--- config.mk ---
export PLATFORM = sky130hd
export DESIGN_NAME = nrsh_rsp_fifo
export DESIGN_NICKNAME = d
export VERILOG_FILES = /design/src/rtl/negative_run_sum_histogram_macros.svh /design/src/rtl/nrsh_pkg.sv /design/src/rtl/nrsh_rsp_fifo.sv
export SDC_FILE = /design/constraint.sdc
export NUM_CORES = 1
export LEC_CHECK = 0
export BUFFER_PORTS_ARGS = -buffer_cell sky130_fd_sc_hd__buf_2
export CORE_MARGIN = 3
export CORE_UTILIZATION = 40
export DETAILED_ROUTE_END_ITERATION = 12
export PLACE_DENSITY = 0.59
export SETUP_SLACK_MARGIN = 0.2
export SYNTH_ARGS = -nofsm -noshare
export SYNTH_HDL_FRONTEND = slang
export SYNTH_SLANG_ARGS = --single-unit
--- constraint.sdc ---
create_clock -name clock -period 2.9 [get_ports clock]
set_input_delay 0.58 -clock clock [delete_from_list [all_inputs] [get_ports clock]]
set_output_delay 0.58 -clock clock [all_outputs]
set_load 0.05 [all_outputs]
--- src/rtl/negative_run_sum_histogram_macros.svh ---
// Assertion macros for the negative run sum histogram block.
// Used by the top level only; expects a clock named clock and a reset named reset.
`ifndef NEGATIVE_RUN_SUM_HISTOGRAM_MACROS_SVH
`define NEGATIVE_RUN_SUM_HISTOGRAM_MACROS_SVH

// Check a condition in the same cycle as its trigger.
`define NRSH_ASSERT_NOW(label, ante, cons, msg) \
   label: assert property (@(posedge clock) disable iff (reset) (ante) |-> (cons)) \
      else $error(msg);

// Check a condition later than its trigger.
`define NRSH_ASSERT_LATER(label, ante, cons, msg) \
   label: assert property (@(posedge clock) disable iff (reset) (ante) |-> ##2 (cons)) \
      else $error(msg);

`endif

--- src/rtl/nrsh_pkg.sv ---
// Shared types and constants for the negative run sum histogram block.
// No dependencies; every RTL module imports it.
package nrsh_pkg;

   localparam int HIST_DEPTH = 512;
   localparam int FRAC_BITS  = 8;
   localparam int ADDR_W     = $clog2(HIST_DEPTH);

   localparam int SAMPLE_W   = 16;
   localparam int MAG_W      = SAMPLE_W + 1;
   localparam int ACC_W      = 32;
   localparam int ACC_SUM_W  = ACC_W + 1;
   localparam int COUNT_W    = 32;
   localparam int POS_W      = 16;
   localparam int MASK_W     = 8;
   localparam int BIN_IDX_W  = 9;

   localparam logic [MASK_W-1:0] MASK_RESET = 8'd33;
   localparam int ROUND_HALF = (FRAC_BITS == 0) ? 0 : (1 << (FRAC_BITS - 1));

   localparam int FIFO_DEPTH = 4;
   localparam int FIFO_AW    = $clog2(FIFO_DEPTH);
   localparam int FIFO_CNT_W = $clog2(FIFO_DEPTH + 1);

   typedef enum logic {
      CMD_SAMPLE = 1'b0,
      CMD_READ   = 1'b1
   } cmd_type;

   typedef struct packed {
      cmd_type                     command;
      logic signed [SAMPLE_W-1:0]  sample_value;
      logic                        last_in_sequence;
      logic                        is_significant;
      logic [BIN_IDX_W-1:0]        bin_index;
   } req_type;

   typedef struct packed {
      logic [COUNT_W-1:0] significant_count;
      logic [COUNT_W-1:0] other_count;
   } rsp_type;

   // Work handed from the sample front end to the histogram stage.
   typedef struct packed {
      logic                 bump;   // a run closed: count it (if its bin is nonzero)
      logic                 rd;     // read both counts of one bin
      logic                 sel;    // significant histogram when set
      logic [ACC_W-1:0]     acc;    // closed run sum, FRAC_BITS fraction bits
      logic [BIN_IDX_W-1:0] idx;    // bin to read
   } op_type;

   // Status of the histogram stage seen by the top level.
   typedef struct packed {
      logic busy;        // clearing pass after reset in progress
      logic rd_pending;  // a read sits between memory read and response push
   } hist_stat_type;

endpackage

--- src/rtl/nrsh_rsp_fifo.sv ---
// Small response queue that decouples the histogram pipeline from the result channel.
// Depends on nrsh_pkg; space is reserved by the top level before a read enters.
module nrsh_rsp_fifo (
   input  logic                          clock,
   input  logic                          reset,
   input  logic                          push,
   input  nrsh_pkg::rsp_type             push_data,
   output logic                          out_valid,
   input  logic                          out_ready,
   output nrsh_pkg::rsp_type             out_data,
   output logic [nrsh_pkg::FIFO_CNT_W-1:0] count
);
   import nrsh_pkg::*;

   rsp_type                 entry_ff [FIFO_DEPTH];
   logic [FIFO_AW-1:0]      wr_ptr_ff, wr_ptr_in;
   logic [FIFO_AW-1:0]      rd_ptr_ff, rd_ptr_in;
   logic [FIFO_CNT_W-1:0]   count_ff, count_in;
   logic                    pop;

   assign out_valid = (count_ff != '0);
   assign out_data  = entry_ff[rd_ptr_ff];
   assign count     = count_ff;
   assign pop       = out_valid && out_ready;

   always_comb begin
      wr_ptr_in = wr_ptr_ff;
      rd_ptr_in = rd_ptr_ff;
      count_in  = count_ff;
      if (push) begin
         wr_ptr_in = (wr_ptr_ff == FIFO_AW'(FIFO_DEPTH - 1)) ? '0 : wr_ptr_ff + 1'b1;
      end
      if (pop) begin
         rd_ptr_in = (rd_ptr_ff == FIFO_AW'(FIFO_DEPTH - 1)) ? '0 : rd_ptr_ff + 1'b1;
      end
      priority if (push && !pop) begin
         count_in = count_ff + 1'b1;
      end else if (pop && !push) begin
         count_in = count_ff - 1'b1;
      end else begin
         // both or neither: hold the count
         count_in = count_ff;
      end
   end

   always_ff @(posedge clock) begin
      if (reset) begin
         wr_ptr_ff <= '0;
         rd_ptr_ff <= '0;
         count_ff  <= '0;
      end else begin
         wr_ptr_ff <= wr_ptr_in;
         rd_ptr_ff <= rd_ptr_in;
         count_ff  <= count_in;
      end
   end

   always_ff @(posedge clock) begin
      if (push) begin
         entry_ff[wr_ptr_ff] <= push_data;
      end
   end

endmodule

Word level (Yosys, flattened, before mapping)
Memory sizes are Yosys's and may differ from the RTL's. A register that Yosys moved wholly into a read port is not among the register bits.
Cells that the tools add are included.
W data, S select, Z words.
{ "totals": {"regBits": 7, "latchBits": 0, "ram_bits": 256, "rom_bits": 0, "input_bits": 68, "output_inout_bits": 68, "memories": 1} }
{ "mem_list": {"columns": ["memory", "depth", "width", "read_ports", "rd_ports_with_merged_regs", "write_ports", "line_no", "source"], "rows": [
  ["entry_ff", 4, 64, 1, 1, 1, "nrsh_rsp_fifo.sv:15", "rsp_type entry_ff [FIFO_DEPTH];"]
]} }
{ "op_classes": {"add_sub_neg": 4, "n_mul": 0, "div": 0, "n_lt_le_gt_ge": 0, "eq_ne": 2, "shifts": 0, "mux": 8, "bitwise_logic": 0, "reduce_logical": 7} }
{ "ops": {"columns": ["operator", "n"], "rows": [
  ["$mux W2", 4],
  ["$mux W3", 2],
  ["$add A2 B1 Y2 const B", 2],
  ["$eq A2 B2 Y1 const B", 2],
  ["$add A3 B1 Y3 const B", 1],
  ["$logic_and A1 B1 Y1", 3],
  ["$reduce_bool A3 Y1", 1],
  ["$sub A3 B1 Y3 const B", 1],
  ["$logic_not A1 Y1", 2],
  ["$mux W1", 2],
  ["$reduce_bool A2 Y1", 1]
]} }

Logic depth before layout (Yosys ltp)
{ "logic_depth": {"depth_word": 5, "depth_mapped": 7} }

Worst setup path after synthesis
OpenSTA, ideal clock, no wires.
{ "synth_path": {"path_kind": "input -> register", "start": "in push", "end": "mem entry_ff[0][0] in the netlist's numbering (enable)", "setup_ps": 429, "arrival_time_ps": 2087, "t_required_ps": 2471, "setup_slack_ps": 385, "cell_stages": 1, "cell_sequence": "and2_1"} }
{ "synth_between": {"elab_chain_cells": 2} }
{ "synth_lines": {"columns": ["element", "line_no", "source"], "rows": [
  ["start, declared", "nrsh_rsp_fifo.sv:6", "input logic push,"],
  ["$mux W1", "nrsh_rsp_fifo.sv:59", "if (push) begin"],
  ["$mux W1 (not written as such)", "nrsh_rsp_fifo.sv:60", "entry_ff[wr_ptr_ff] <= push_data;"],
  ["end, declared", "nrsh_rsp_fifo.sv:15", null]
]} }
Every way passes these cells.

==> summary.md <==
| Metric | Value |
|---|---|
| Fin. Hold Viols | 0 |
| Pin count of the biggest net entering global routing | 39 |
| First-pass GRT wire length | between 20 and 30 mm |
| CTS root buf | clkbuf_16 |
| Worst-path fanout max | 34 |
| Final setup TNS | 0 ns |
| Die Wd | 162.1 µm |
| Status | finished clean |
| Commonest non-fill, non-tap cell in the layout | edfxtp_1 |
| Synth area leaders | edfxtp_1, mux4_2, dfxtp_1 |
| Synth Warn # | 0 |
| Final Cell Area | roughly 0.012 mm² |
| Dominant cell type by area after synthesis | edfxtp_1 |
| Initial antenna violation count | 2 |
| Max Cap Viol | 0 |
| Clock Latency Late Sink | slightly above 0.5 ns |
| CTS Buf Count | 27 |
| Post-route ant nets | 0 |
| Number of global-route vias before repair | between 4k and 5k |
| Crit start category | flop |
| Hold_sp | push_data[40] |
| Post-Syn Nets | 452 |
| H-Tree Depth | 1 |
| CTS tree | built |
| Port bufs | 135 |
| CTS max path bufs | 3 |
| Met3 Usage GRT | just over 4% |
| Hold Path Class | in -> reg |
| Final worst-path cycle share | approximately nine tenths |
| Setup Skew | around 0.013 ns |
| Reg2Reg Depth | 7 |
| Routed WL | 17.90 mm |
| Fin. max-slew vios | 0 |
| Flip-flop and latch count after synthesis | roughly 270 |
| DRC Markers | 0 |
| Worst R2R End | count[2] |
| Fraction of layout cells with a size suffix above 1 | a little under half |
| Avg Cell Area, Syn | ~26 µm² |
| Grt met1 use | 17.40% |
| Vias/cell | between 4 and 5 |
| Die ar. | about 0.026 mm² |
| Hold buffer count at CTS | 0 |
| Routed len/inst | approximately 20 µm |
| GRT overflow | 0 |
| Hold depth | 1 |
| Setup Viol. Count Final | 0 |
| GRT Max-Usage Layer | met2 |
| Req. time, crit path | about 2.3 ns |
| GRT Overall Usage | approximately 14% |
| Core Region | 0.02368 mm² |
| Most frequent cells in the layout | edfxtp_1, buf_2, mux4_2 |
| Routed via count | 4377 |
| Hold Path End | entry_ff[0][40] |
| Placed instance area | roughly 0.011 mm² |
| Area grow syn2layout | 20.22% |
| VDD IR max | 0.0005461 V |
| CTS clock-pin slew for the worst setup and hold paths | around 0.060 ns |
| Setup CP Type | reg -> out |
| Routability-driven placement congestion ratio | between 0.6 and 0.7 |
| Netlist Area Pre-Place | 0.009752 mm² |
| Power Density | ~900 mW/mm² |
| Die Height | between 150 and 200 µm |
| Hpwl dp | around 11 mm |
| Rel. slew slack | a little over three fifths |
| Nets | around 610 |
| Mapped Cells | ~380 |
| Fillers | slightly below 2k |
| Reg2Reg Setup Slack | roughly 0.67 ns |
| Fmax | 388.2 MHz |
| RSZ-0062 raised after global routing | false |
| Synth cell types | 20 |
| Num ports | about 140 |
| Lkg Pwr | 0.003968 µW |
| Post-layout minimum cycle time | 2.576 ns |
| Initial DRC count | ~250 |
| Initial Util | between 40% and 50% |
| Row cnt | 56 |
| Initial DRT Pass Iterations | 4 |
| Worst Path Arrival | roughly 2.0 ns |
| FF+latch area | around 0.0079 mm² |
| Slew @ Worst Pin | 0.5566 ns |
| CP endpoint kind | output pin |
| Multi-input logic area | about 0.0017 mm² |
| Yosys top cell area share | 78.83% |
| Critical R2R Launch | count[1] |
| Num Clock Sinks | ~270 |
| Seq/Total Area, Yosys | 80.68% |
| GR Util met2 | 23.58% |
worst max-delay path, cell delays in order, from the launching register on:
cell     delay (ns)
dfxtp_4        0.37
buf_12         0.27
mux4_1         0.59
buf_2          0.23
through the flow:
stage	hold WS, ns	setup WS, ns	cells	total power [µW]	util [%]
final	0.2804	0.3243	876	10510	49.50
after global routing	0.2530	0.2020	875	10970	49.49
after CTS	0.2530	0.2129	874	10670	49.38
after detailed placement	0.5006	0.6694	828	7349	45.81
after global placement	0.4987	0.7422	828	7317	45.81
after floorplan	0.4559	0.3849	377	6794	-
layout make-up:
cell class,count,share of cell area [%]
inverters,3,0.09605
flip-flops and latches,265,67.17
clock inverters,17,1.387
diodes,1,0.02134
multi-input cells,95,14.64
well taps,319,3.404
repair buffers,147,7.449
clock buffers,29,5.827
timing repair:
item	in CTS	in global routing
resized for setup	0	0
setup endpoints to repair	0	13
setup buffers	0	1
synthesized netlist by cell type:
library cell	count
edfxtp_1	256
mux4_2	60
dfxtp_1	9
buf_12	6
buf_2	6
ha_1	6
nor2_1	6
and2_1	4
mux2i_1	4
mux4_1	4
inv_1	3
or3_1	3
a21oi_1	2
xor2_1	2
buf_6	1
clkbuf_2	1
fa_1	1
nand2_1	1
o21ai_0	1
o31ai_2	1
flip-flops by register name, summed over array words and instances (netlist names), named ones only:
register	count
entry_ff	256
rd_ptr_ff	2
count	3
wr_ptr_ff	2
cell families after synthesis:
| family | after synthesis | share of synthesized area [%] |
|---|---|---|
| compound gates | 4 | 0.2822 |
| flops | 265 | 80.68 |
| fa+ha+maj | 7 | 0.9751 |
| xor+xnor | 2 | 0.1797 |
| mux | 68 | 15.35 |
| buf+inv | 17 | 1.822 |
| simple gates | 14 | 0.7184 |
worst max path at each step:
stage | slack, ns | to | cells after the start | startpoint
final | 0.32 | out_data[60] | 3 | flop
after global routing | 0.20 | out_data[60] | 3 | flop
after CTS | 0.21 | out_data[55] | 3 | flop
after detailed placement | 0.67 | count[2] | 7 | count[1]
after global placement | 0.74 | out_data[55] | 3 | flop
after floorplan | 0.38 | entry_ff[0][0] | 1 | push
power by group:
part | total [µW] | leakage (µW) | internal, µW | switching [µW]
Clock | 3290 | 0.000422 | 1960 | 1330
Sequential | 4490 | 0.00243 | 4410 | 88.6
Combinational | 2730 | 0.00112 | 873 | 1860
metal layers:
metal | up-vias | routed length (µm)
met2 | 109 | 9088
met3 | 25 | 1280
li1 | 1940 | -
met5 | - | 29
met4 | 4 | 222
met1 | 2299 | 7276
(Power assumes the default switching activity.)
