### config.mk
export PLATFORM = sky130hd
export DESIGN_NAME = nrsh_front
export DESIGN_NICKNAME = d
export VERILOG_FILES = /design/src/rtl/negative_run_sum_histogram_macros.svh /design/src/rtl/nrsh_pkg.sv /design/src/rtl/nrsh_front.sv
export SDC_FILE = /design/constraint.sdc
export NUM_CORES = 1
export LEC_CHECK = 0
export BUFFER_PORTS_ARGS = -buffer_cell sky130_fd_sc_hd__buf_2
export CAP_MARGIN = 20
export CORE_UTILIZATION = 55
export DETAILED_ROUTE_END_ITERATION = 10
export GPL_ROUTABILITY_DRIVEN = 0
export PLACE_DENSITY = 0.78
export SLEW_MARGIN = 10
export SYNTH_ARGS = -nofsm -noshare
export SYNTH_HDL_FRONTEND = slang
export SYNTH_SLANG_ARGS = --single-unit
### constraint.sdc
create_clock -name clock -period 3.5 [get_ports clock]
set_input_delay 0.175 -clock clock [delete_from_list [all_inputs] [get_ports clock]]
set_output_delay 0.175 -clock clock [all_outputs]
set_load 0.05 [all_outputs]
### src/rtl/negative_run_sum_histogram_macros.svh
// Assertion macros for the negative run sum histogram block.
// Used by the top level only; expects a clock named clock and a reset named reset.
`ifndef NEGATIVE_RUN_SUM_HISTOGRAM_MACROS_SVH
`define NEGATIVE_RUN_SUM_HISTOGRAM_MACROS_SVH

// Check a condition in the same cycle as its trigger.
`define NRSH_ASSERT_NOW(label, ante, cons, msg) \
   label: assert property (@(posedge clock) disable iff (reset) (ante) |-> (cons)) \
      else $error(msg);

// Check a condition later than its trigger.
`define NRSH_ASSERT_LATER(label, ante, cons, msg) \
   label: assert property (@(posedge clock) disable iff (reset) (ante) |-> ##2 (cons)) \
      else $error(msg);

`endif

### src/rtl/nrsh_pkg.sv
// Shared types and constants for the negative run sum histogram block.
// No dependencies; every RTL module imports it.
package nrsh_pkg;

   localparam int HIST_DEPTH = 512;
   localparam int FRAC_BITS  = 8;
   localparam int ADDR_W     = $clog2(HIST_DEPTH);

   localparam int SAMPLE_W   = 16;
   localparam int MAG_W      = SAMPLE_W + 1;
   localparam int ACC_W      = 32;
   localparam int ACC_SUM_W  = ACC_W + 1;
   localparam int COUNT_W    = 32;
   localparam int POS_W      = 16;
   localparam int MASK_W     = 8;
   localparam int BIN_IDX_W  = 9;

   localparam logic [MASK_W-1:0] MASK_RESET = 8'd33;
   localparam int ROUND_HALF = (FRAC_BITS == 0) ? 0 : (1 << (FRAC_BITS - 1));

   localparam int FIFO_DEPTH = 4;
   localparam int FIFO_AW    = $clog2(FIFO_DEPTH);
   localparam int FIFO_CNT_W = $clog2(FIFO_DEPTH + 1);

   typedef enum logic {
      CMD_SAMPLE = 1'b0,
      CMD_READ   = 1'b1
   } cmd_type;

   typedef struct packed {
      cmd_type                     command;
      logic signed [SAMPLE_W-1:0]  sample_value;
      logic                        last_in_sequence;
      logic                        is_significant;
      logic [BIN_IDX_W-1:0]        bin_index;
   } req_type;

   typedef struct packed {
      logic [COUNT_W-1:0] significant_count;
      logic [COUNT_W-1:0] other_count;
   } rsp_type;

   // Work handed from the sample front end to the histogram stage.
   typedef struct packed {
      logic                 bump;   // a run closed: count it (if its bin is nonzero)
      logic                 rd;     // read both counts of one bin
      logic                 sel;    // significant histogram when set
      logic [ACC_W-1:0]     acc;    // closed run sum, FRAC_BITS fraction bits
      logic [BIN_IDX_W-1:0] idx;    // bin to read
   } op_type;

   // Status of the histogram stage seen by the top level.
   typedef struct packed {
      logic busy;        // clearing pass after reset in progress
      logic rd_pending;  // a read sits between memory read and response push
   } hist_stat_type;

endpackage

### src/rtl/nrsh_front.sv
// Sample front end: mask register, sequence position and run accumulator.
// Depends on nrsh_pkg; emits one op_type per beat toward the histogram stage.
module nrsh_front (
   input  logic                        clock,
   input  logic                        reset,
   input  logic                        csr_wr_en,
   input  logic [nrsh_pkg::MASK_W-1:0] csr_wr_data,
   input  logic                        accept,
   input  nrsh_pkg::req_type           req_data,
   output nrsh_pkg::op_type            op
);
   import nrsh_pkg::*;

   localparam logic [MAG_W-1:0] MAG_SPAN = MAG_W'(1 << SAMPLE_W);

   logic [MASK_W-1:0]     mask_ff, mask_in;
   logic [POS_W-1:0]      pos_ff, pos_in;
   logic [ACC_W-1:0]      acc_ff, acc_in;
   op_type                op_ff, op_in;

   logic [SAMPLE_W-1:0]   raw;
   logic [MAG_W-1:0]      mag;
   logic [ACC_SUM_W-1:0]  sum;
   logic [ACC_W-1:0]      acc_add;
   logic                  unmasked;
   logic                  negative;

   assign raw      = req_data.sample_value;
   assign negative = raw[SAMPLE_W-1];
   assign mag      = MAG_SPAN - {1'b0, raw};
   assign sum      = {1'b0, acc_ff} + ACC_SUM_W'(mag);
   assign acc_add  = sum[ACC_W] ? '1 : sum[ACC_W-1:0];
   assign unmasked = (pos_ff >= POS_W'(mask_ff));
   assign mask_in  = csr_wr_en ? csr_wr_data : mask_ff;
   assign op       = op_ff;

   always_comb begin
      pos_in    = pos_ff;
      acc_in    = acc_ff;
      op_in     = '0;
      op_in.sel = req_data.is_significant;
      op_in.idx = req_data.bin_index;
      op_in.acc = acc_ff;
      if (accept) begin
         unique case (req_data.command)
            CMD_READ: begin
               op_in.rd = 1'b1;
            end
            CMD_SAMPLE: begin
               if (unmasked) begin
                  if (negative) begin
                     acc_in     = acc_add;
                     op_in.acc  = acc_add;
                     op_in.bump = req_data.last_in_sequence;
                  end else begin
                     // non-negative sample closes the open run
                     acc_in     = '0;
                     op_in.bump = 1'b1;
                  end
               end
               if (pos_ff != '1) begin
                  pos_in = pos_ff + 1'b1;
               end
               if (req_data.last_in_sequence) begin
                  acc_in = '0;
                  pos_in = '0;
               end
            end
            default: begin
               op_in.rd = 1'b0;
            end
         endcase
      end
   end

   always_ff @(posedge clock) begin
      op_ff.sel <= op_in.sel;
      op_ff.acc <= op_in.acc;
      op_ff.idx <= op_in.idx;
      if (reset) begin
         mask_ff    <= MASK_RESET;
         pos_ff     <= '0;
         acc_ff     <= '0;
         op_ff.bump <= 1'b0;
         op_ff.rd   <= 1'b0;
      end else begin
         mask_ff    <= mask_in;
         pos_ff     <= pos_in;
         acc_ff     <= acc_in;
         op_ff.bump <= op_in.bump;
         op_ff.rd   <= op_in.rd;
      end
   end

endmodule

# == Word-level counts from Yosys, hierarchy flattened ==
# Cells that the tools add are included.
# totals
input_bits,40
out_inout_bits,44
reg_bits,100
wordCells,34
# op_classes
add_sub_neg,3
order_cmp,1
n_mux,12
n_eq_ne,1
bitwise,3
reduce_logical,6
# ops
cell,count
$mux W32,8
$add A32 B17 Y33,1
$mux W16,2
$sub A17 B16 Y17 const A,1
$add A16 B1 Y16 const B,1
$ge A16 B8 Y1,1
$ne A16 B16 Y1 const B,1
$reduce_and A3 Y1,2
$reduce_bool A2 Y1,2
$reduce_or A4 Y1,1
$not A1 Y1,3
$mux W1,2
$reduce_or A2 Y1,1

# == Depth between registers and ports, before layout ==
# logic_depth
depth_word,7
mapped_depth,16
mapped_depth_nobuf,14

# == Least setup slack after synthesis ==
# No wires, ideal clock.
# synth_path
path_type,in2reg
start,input port req_data[15] (netlist name)
end,register op_ff (netlist bit op[22])
required_time_ns,3.379
stages,16
path_slack_ns,0.310
setup_time_ns,0.121
arrival_ns,3.069
cell_sequence,nor3_1 nand2b_1 nor3_1 nand2_1 nor4_1 xnor2_1 ha_1 buf_2 a21oi_1 o21ai_0 a311o_1 o21ai_2 or3_4 buf_6 o21ai_0 mux2_2
# synth_rtl
element,line,source
from (decl),nrsh_front.sv:9,"input nrsh_pkg::req_type req_data,"
to (decl),nrsh_front.sv:19,"op_type op_ff, op_in;"

==> flow_summary_export.csv <==
group,metric,value,unit
grt,grt_max_degree,31,
synthesis,synth_cell_types,57,
synthesis,synth_fp_nets,696,
sta,layout_min_cycle_time,3210,ps
synthesis,synth_fa_ha_area_share,6.78,%
synthesis,post-synth-top-count-cell,"dfxtp_1",
sta,layout_setup_ws,289,ps
critical_path,cp-end-kind,"flop",
cells_and_area,layout.cells.non_filler,863,
cells_and_area,area_growth,17.9,%
critical_path,critPathMaxFanout,9,
cells_and_area,layout-drive-gt1-share,19.3,%
drt,drtIter0Drc,344,
cells_and_area,diodes,0,
power_and_ir_drop,seq_power_share,55.3,%
drt,wl_per_cell,14.7,um
place,port-buffer-count,83,
clocking,cts_max_level,3,
outcome,status,"completed",
sta,finalHoldViolCount,0,
power_and_ir_drop,p_int,1.53,mW
critical_path,crit_type,"in -> reg",
floorplanning,die_w,99.9,um
sta,setup_viol,0,
power_and_ir_drop,p_leak,2.73,nW
grt,grt_util_all_layers,26.8,%
sta,finalCritPeriodShare,91.8,%
power_and_ir_drop,p_clk_share,34.1,%
sta,report.final.slew_viol_count,0,
critical_path,cp_data_arrival_time,3460,ps
cells_and_area,fill_cells,808,
drt,via_per_inst,5.71,
synthesis,netlist_area,5280,um2
grt,grt_pass1_vias,4559,
drt,drt-pass1-iter-count,5,
grt,antenna_found_initial,0,
cells_and_area,final_nets,797,
grt,met1_usage,34.8,%
floorplanning,row_count,35,
power_and_ir_drop,p_sw_share,27.1,%
clocking,insertion_delay,370,ps
clocking,cts.sinks,100,
place,dp_slack,-121,ps
drt,drcViolationCount,0,
sta,max_freq,311,MHz
power_and_ir_drop,combinationalPowerShare,10.6,%
power_and_ir_drop,ir_worst_vdd,0.000191,V
drt,dr_total_vias,4926,
place,dp_cells,837,
synthesis,yosys.area_share.simple,18.9,%
synthesis,synth_top_area_share,38.0,%
floorplanning,die-area,9990,um2
synthesis,yosysTopAreaCell,"dfxtp_1",
cells_and_area,regArea,2000,um2
floorplanning,coreArea,9280,um2
clocking,cts_tree,"yes",
floorplanning,die_y,99.9,um
place,dp_hpwl,9.33,mm
synthesis,yosysWarnings,0,
sta,rsz0062_at_grt,"false",
clocking,clk_pin_slew,100,ps
grt,grt_pass1_wl,21.3,mm
floorplanning,initial_utilization,56.8,%
critical_path,startpoint_type,"input port",
drt,drtAntennaViolNets,0,
synthesis,netlist_instances,628,
synthesis,yosysSeqAreaShare,38.0,%
synthesis,avgSynthCellArea,8.40,um2
synthesis,synth_top_flop_cell,"dfxtp_1",
synthesis,synth_edf_count,0,
clocking,post_cts_buffers,0,
sta,finClkSkew,15.4,ps
floorplanning,ioPinCount,84,
synthesis,synth-seq-cells,100,
clocking,cts_buffer_depth,2,
synthesis,synth_common_cells,"dfxtp_1 (100), nor2_1 (60), nand2_1 (58), o21ai_0 (51), a21oi_1 (39)",
synthesis,synth-xor-area-share,6.48,%
sta,max-slew-margin-rel,46.7,%
grt,use_met2,45.0,%
clocking,cts-root-buf,"clkbuf_8",
flow_run,cap_violations,0,
sta,worstMarginPinSlew,795,ps
synthesis,synth_top_family_by_area,"compound AO/OA/AOI/OAI gates",
power_and_ir_drop,power_switching,0.568,mW
grt,busiest_layer,"met2",
synthesis,synthArstFlopShare,0,%
synthesis,synth_compound_area_share,22.7,%
cells_and_area,multi_input_area,3090,um2
grt,grt-ovfl-total,0,
synthesis,yosys-top-cells-area,"dfxtp_1 (38%), ha_1 (6.4%), o21ai_0 (4.8%)",
grt,met3_usage,5.29,%
clocking,cts_buffers,9,
drt,wl,12.7,mm
critical_path,cp_data_required_time,3750,ps
synthesis,muxShareOfSynthArea,3.20,%
power_and_ir_drop,power_per_cell_area,337,nW/um2
min_path,hold_path.class,"in -> reg",
## worst max-delay path, cell delays in order
cell	delay (ps)
buf_2	120
nor3_1	270
nand2b_1	140
buf_4	150
nor4_1	230
xnor2_1	160
ha_1	410
nand2_1	150
nor3b_1	350
o21a_2	220
o21ai_2	100
o31ai_2	600
o21ai_0	240
o31ai_1	150
## through the flow
stage / utilization (%) / total power, mW / setup TNS (ps) / hold WS (ps) / cell area (um2)
after global placement: 63.6 / 1.39 / 0 / 277 / 5910
after detailed placement: 63.6 / 1.40 / -689 / 279 / 5910
after CTS: 66.8 / 2.11 / 0 / 4.70 / 6200
final: 67.0 / 2.10 / 0 / 17.4 / 6220
after global routing: 67.0 / 2.19 / 0 / 26.9 / 6220
after floorplan: - / 1.33 / 0 / 203 / 5280
## metal layers
| layer | wire length (um) | up-vias |
|---|---|---|
| met5 | 0 | - |
| met4 | 251 | 0 |
| met3 | 755 | 27 |
| met2 | 5920 | 183 |
| met1 | 5740 | 2266 |
| li1 | - | 2450 |
## power groups by stage
stage	sequential [mW]	clock, mW	combinational (mW)
floorplan	1.21	0	0.112
global placement	1.18	0	0.204
detailed placement	1.19	0	0.210
CTS	1.16	0.730	0.221
global route	1.16	0.785	0.245
finish	1.16	0.715	0.223
## registers in the layout (all words and copies together), names as in the netlist
register and flops:
op 44, pos_ff 16, acc_ff 32, mask_ff 8
## kinds of logic (layout without fill, tap and decap cells)
kind of cell               after synthesis  after routing
adders and majority gates               28             28
muxes                                   16             16
and+or+nand+nor                        212            212
xor gates and xnor gates                39             39
AOI/OAI and AO/OA                      183            183
buffers and inverters                   50            156
DFF                                    100            100
## area by class of cell
class / instances / share of cell area, %
multi-input cells: 478 / 49.7
flip-flops and latches: 100 / 32.2
repair buffers: 114 / 10.8
well taps: 129 / 2.60
clock buffers: 10 / 2.21
inverters: 26 / 1.57
clock inverters: 6 / 0.906
## layout by cell type (no fill, tap or decap), drive strengths merged, types with 6 or more instances in the layout
cell,count
mux2i,9
a21o,20
nand2,58
buf,104
nor3,24
o21a,10
a21oi,39
nor2b,6
xnor2,18
dlygate4sd3,10
nor2,61
a22o,11
mux2,7
ha,27
clkbuf,10
inv,28
xor2,21
and3,10
nand4,9
a31oi,12
nand3,20
dfxtp,100
nand2b,7
o21ai,55
## what timing repair did
| item | 4_1_cts | 5_1_grt |
|---|---|---|
| endpoints found under the setup margin | 0 | 16 |
| gates resized for setup | 0 | 4 |
| hold buffers | 10 | 0 |
| endpoints found under the hold margin | 10 | 0 |
## worst paths after layout
| kind | from | slack [ps] | endpoint | cells after the start |
|---|---|---|---|---|
| worst max-delay path | req_data[13] | 290 | op[31]$_DFF_P_ | 14 |
| worst min register to register | mask_ff[0]$_SDFFE_PP1P_ | 490 | mask_ff[0]$_SDFFE_PP1P_ | 2 |
| worst min-delay path | csr_wr_data[0] | 20 | mask_ff[0]$_SDFFE_PP1P_ | 3 |
| worst max register to register | acc_ff[0]$_SDFFE_PP0P_ | 390 | op[31]$_DFF_P_ | 10 |
No activity file was read; power rests on OpenSTA's default activity.
